`config.mk`:
```
export PLATFORM = sky130hd
export DESIGN_NAME = btlpm_ram
export DESIGN_NICKNAME = d
export VERILOG_FILES = /design/src/rtl/core/btlpm_ram.sv
export SDC_FILE = /design/constraint.sdc
export NUM_CORES = 1
export LEC_CHECK = 0
export BUFFER_PORTS_ARGS = -buffer_cell sky130_fd_sc_hd__clkbuf_2
export CAP_MARGIN = 20
export CORE_UTILIZATION = 32
export CTS_CLUSTER_DIAMETER = 60
export DETAILED_ROUTE_END_ITERATION = 6
export GPL_TIMING_DRIVEN = 0
export RECOVER_POWER = 50
export SLEW_MARGIN = 20
export SYNTH_ARGS = -nofsm -noshare
export SYNTH_HDL_FRONTEND = slang
export SYNTH_SLANG_ARGS = --single-unit
```
`constraint.sdc`:
```
create_clock -name clk -period 3.04 [get_ports clk]
set_input_delay 0.152 -clock clk [delete_from_list [all_inputs] [get_ports clk]]
set_output_delay 0.152 -clock clk [all_outputs]
set_load 0.03 [all_outputs]
```
`src/rtl/core/btlpm_ram.sv`:
```
// ---------------------------------------------------------------------------
// btlpm_ram - generic single-clock RAM
// One write port and one read port; read data registered.
// ---------------------------------------------------------------------------
module btlpm_ram #(
  parameter int WIDTH = 8,
  parameter int DEPTH = 64
) (
  input  logic                     clk,
  input  logic                     wr_en,
  input  logic [$clog2(DEPTH)-1:0] wr_addr,
  input  logic [WIDTH-1:0]         wr_data,
  input  logic                     rd_en,
  input  logic [$clog2(DEPTH)-1:0] rd_addr,
  output logic [WIDTH-1:0]         rd_data
);

  logic [WIDTH-1:0] mem [DEPTH];

  always_ff @(posedge clk) begin
    if (wr_en) begin
      mem[wr_addr] <= wr_data;
    end
    if (rd_en) begin
      rd_data <= mem[rd_addr];
    end
  end

endmodule
```
==> key figures <==
Drt
  • DR WL met3: 3715 microns
  • Drt initial violations: 1,002
  • Antenna-violating nets left: 0
  • Uppermost layer routed: met5
  • Metal2 WL: 23,220 microns
  • Residual DRC count: 0
  • Routed via count: 9,851
  • Routed met1 length: 21,160 microns
  • DR WL/cell: 26.15 microns
  • Drt total wl: 49,420 microns
  • DR pass1 iterations: 5
  • Via/cell ratio: 5.212

GRT
  • Total gr overflow: 0
  • First-pass GRT wire length: 70,830 microns
  • Total Routing Usage GR: 15.62%
  • Antenna violations before repair: 2
  • Pin count of the biggest net entering global routing: 65
  • Vias in the first global route: 9,980

Outcome
  • Failing checks: max-capacitance violations, max-slew violations
  • Status: complete, but fails checks

Setup path
  • WS Path Type: in -> reg
  • Kind of cell adding the most delay to the critical path: buffers and inverters
  • Crit-path cells: buf_4, buf_2, buf_1, nand2_1, o221ai_1, nor2_1, nor3_1, o32ai_1
  • Critical Path RT: 3.33 ns
  • Worst Path Buf+Inv: 3
  • Setup crit end kind: flip-flop
  • Max stage delay on crit path: 0.90 ns
  • CP startpoint kind: input pin
  • R2R Setup Slk: 0.66 ns
  • Reg2reg start: mem[21][6]
  • Crit-path max FO: 10
  • Worst R2R End: rd_data[6]
  • CP arrival: 3.01 ns
  • R2R depth: 5
  • CP max-delay cell: buf_1

Clock network
  • Clock Pin Slew Worst Setup and Hold Paths: 0.06 ns
  • H-tree levels: 2
  • Setup Buffers After CTS: 0
  • TritonCTS Sinks: 520
  • CTS buffer count: 52
  • Worst-Skew Late Latency: 0.60 ns
  • PostCTS Resize Cnt: 0
  • Deepest clock path buffer count: 3
  • Root Buffer: clkbuf_16
  • CTS tree: yes

Power
  • Peak supply drop: 0.3775 mV
  • Leak pwr: 6.950 nW
  • PwrDens: 642.3 mW/mm^2

STA
  • Final setup margin: 0.3172 ns
  • Fin. max-slew vios: 520
  • Final hold violations: 0
  • Worst Tran Pin Value: 3.110 ns
  • Slew margin rel.: -107.3%
  • Ratio of final minimum period to clock period: 89.57%
  • Achievable clock frequency: 367.3 MHz
  • Worst hold slack: 0.1533 ns
  • RSZ-0062 raised after global routing: false
  • Final setup violation count: 0
  • Minimum period implied by the final worst setup slack: 2.723 ns
  • Clock Skews: 0.01729 ns

Yosys
  • Syn_area_per_cell: 21.54 sq um
  • Distinct cells, synth: 39
  • Sequential area share after synthesis: 77.12%
  • Net Count, Synth: 963
  • YS warnings: 0
  • Synth Register Bits: 520
  • Mapped Area: 0.02025 sq mm
  • Synthesized instance count: 940

Hold path
  • Beginning of the worst hold path: rd_addr[5]
  • Worst Hold Class: in -> reg
  • Hold Path Cell Cnt: 2
  • WHS Endpoint: rd_data[3]

Finish
  • Area delta synth->final: 13.35%
  • N_diodes: 0
  • Nets: 1,040
  • Share of layout cells above drive strength 1: 23.46%
  • Post-Layout Inst Area: 0.02295 sq mm

Floorplanning
  • Die height: 253.5 microns
  • Row cnt: 91
  • I/O pin total: 31
  • Core ar.: 0.06217 sq mm
  • Die width: 253.5 microns
  • Initial Util: 32.57%
  • Die area: 0.06428 sq mm

Placement
  • Dpl hpwl: 31,000 microns
  • Pre-CTS WS: -0.2441 ns
  • I/O Buffers: 22
  • DP Area: 0.02143 sq mm
  • Gpl congestion: 0.8823

Job
  • Maxcap violations: 8
## Yosys cell counts (all sizes together)
library cell  instances  share of area (%)
nand3b                3               0.11
or3                   1              0.031
o2111ai               3               0.13
o2bb2ai               3               0.13
buf                  34                1.2
nand4                 2              0.062
o32ai                 2              0.087
nand4b                1              0.043
nor2                 83                1.5
o21ai                 4              0.099
edfxtp              520                 77
a22oi                 3               0.11
o311ai                1              0.043
nand3                13               0.32
o221ai                8               0.35
nand2                19               0.35
mux2i                23                1.1
a221oi                6               0.26
o221a                 2               0.11
nor2b                14               0.43
mux4                126                 14
nor4                  2              0.062
a2111oi               2              0.087
mux2                 13               0.72
and2                  1              0.031
a31oi                 1              0.031
nand2b                7               0.22
o22ai                 8               0.25
a211oi                4               0.15
nor3                  7               0.17
o21a                  2              0.074
clkbuf               17               0.32
a21oi                 3              0.074
o41ai                 2              0.087
## layout by cell type (no fill, tap or decap), types with 3 or more instances in the layout
cell,Yosys,layout
nor2b_1,14,14
mux2i_1,23,23
a22oi_1,3,3
clkinv_2,0,7
clkinv_1,0,15
buf_4,13,13
edfxtp_1,520,520
nand2b_1,7,7
a21oi_1,3,3
nand3b_1,3,3
a221oi_1,6,6
o2111ai_1,3,3
nor3_1,7,5
nand3_1,13,13
mux4_2,126,126
buf_2,11,11
clkbuf_2,0,9
o2bb2ai_1,3,3
buf_6,4,4
clkbuf_16,0,53
nand2_1,19,19
buf_1,4,4
o221ai_1,8,8
nor2_1,83,83
mux2_2,13,13
o22ai_1,8,8
a211oi_1,4,4
clkbuf_1,17,40
## report_power, final
group,switching [mW],internal (mW),leakage (nW)
registers,0.0121,7.97,4.69
logic,0.530,0.274,1.51
clock network,2.62,3.34,0.755
total,3.16,11.6,6.95
## metal layers
metal | GRT usage (%) | up-vias
li1 | - | 4086
met1 | 21.81 | 5236
met2 | 24.77 | 438
met3 | 2.735 | 87
met4 | 5.056 | 4
met5 | 0 | -
## per-stage QoR
stage	TNS (ns)	util (%)	cells	power (mW)
after floorplan	0	-	940	8.558
after global placement	-0.6494	34.43	1799	8.915
after detailed placement	-0.8804	34.48	1799	8.931
after CTS	0	36.98	1890	14.82
after global routing	0	36.92	1890	15.13
final	0	36.92	1890	14.74
## how the worst max path moves through the flow
| stage | from | to | slack [ns] | depth (start not counted) |
|---|---|---|---|---|
| finish | rd_addr[1] | rd_data[6] | 0.32 | 8 |
| global route | rd_addr[2] | rd_data[5] | 0.24 | 7 |
| CTS | rd_addr[1] | rd_data[4] | 0.38 | 8 |
| detailed placement | rd_addr[1] | rd_data[4] | -0.24 | 8 |
| global placement | rd_addr[1] | rd_data[4] | -0.20 | 8 |
| floorplan | rd_addr[1] | rd_data[3] | 1.08 | 7 |
## final cells by class
| class | count | area [sq um] |
|---|---|---|
| clock inverter | 27 | 178.9 |
| clock buffer | 63 | 1364 |
| multi-input combinational | 369 | 4325 |
| buffer | 51 | 316.6 |
| timing repair buffer | 23 | 103.9 |
| tap | 837 | 1047 |
| sequential | 520 | 15620 |
| fill | 5703 | 39220 |
## sequential cells by signal, summed over array words and instances, names as in the netlist
register  count
mem         512
rd_data       8
## cells by family after synthesis
logic type             after synthesis  share of synthesized area [%]
and+or+nand+nor                    153                          3.374
AOI/OAI and AO/OA                   54                          2.064
buffers and inverters               51                          1.563
muxes                              162                          15.88
DFF                                520                          77.12
## timing repair
action / in CTS / in global routing
hold endpoints to repair: 8 / 0
hold buffers: 1 / 0
endpoints found under the setup margin: 0 / 0
(Power assumes the default switching activity.)
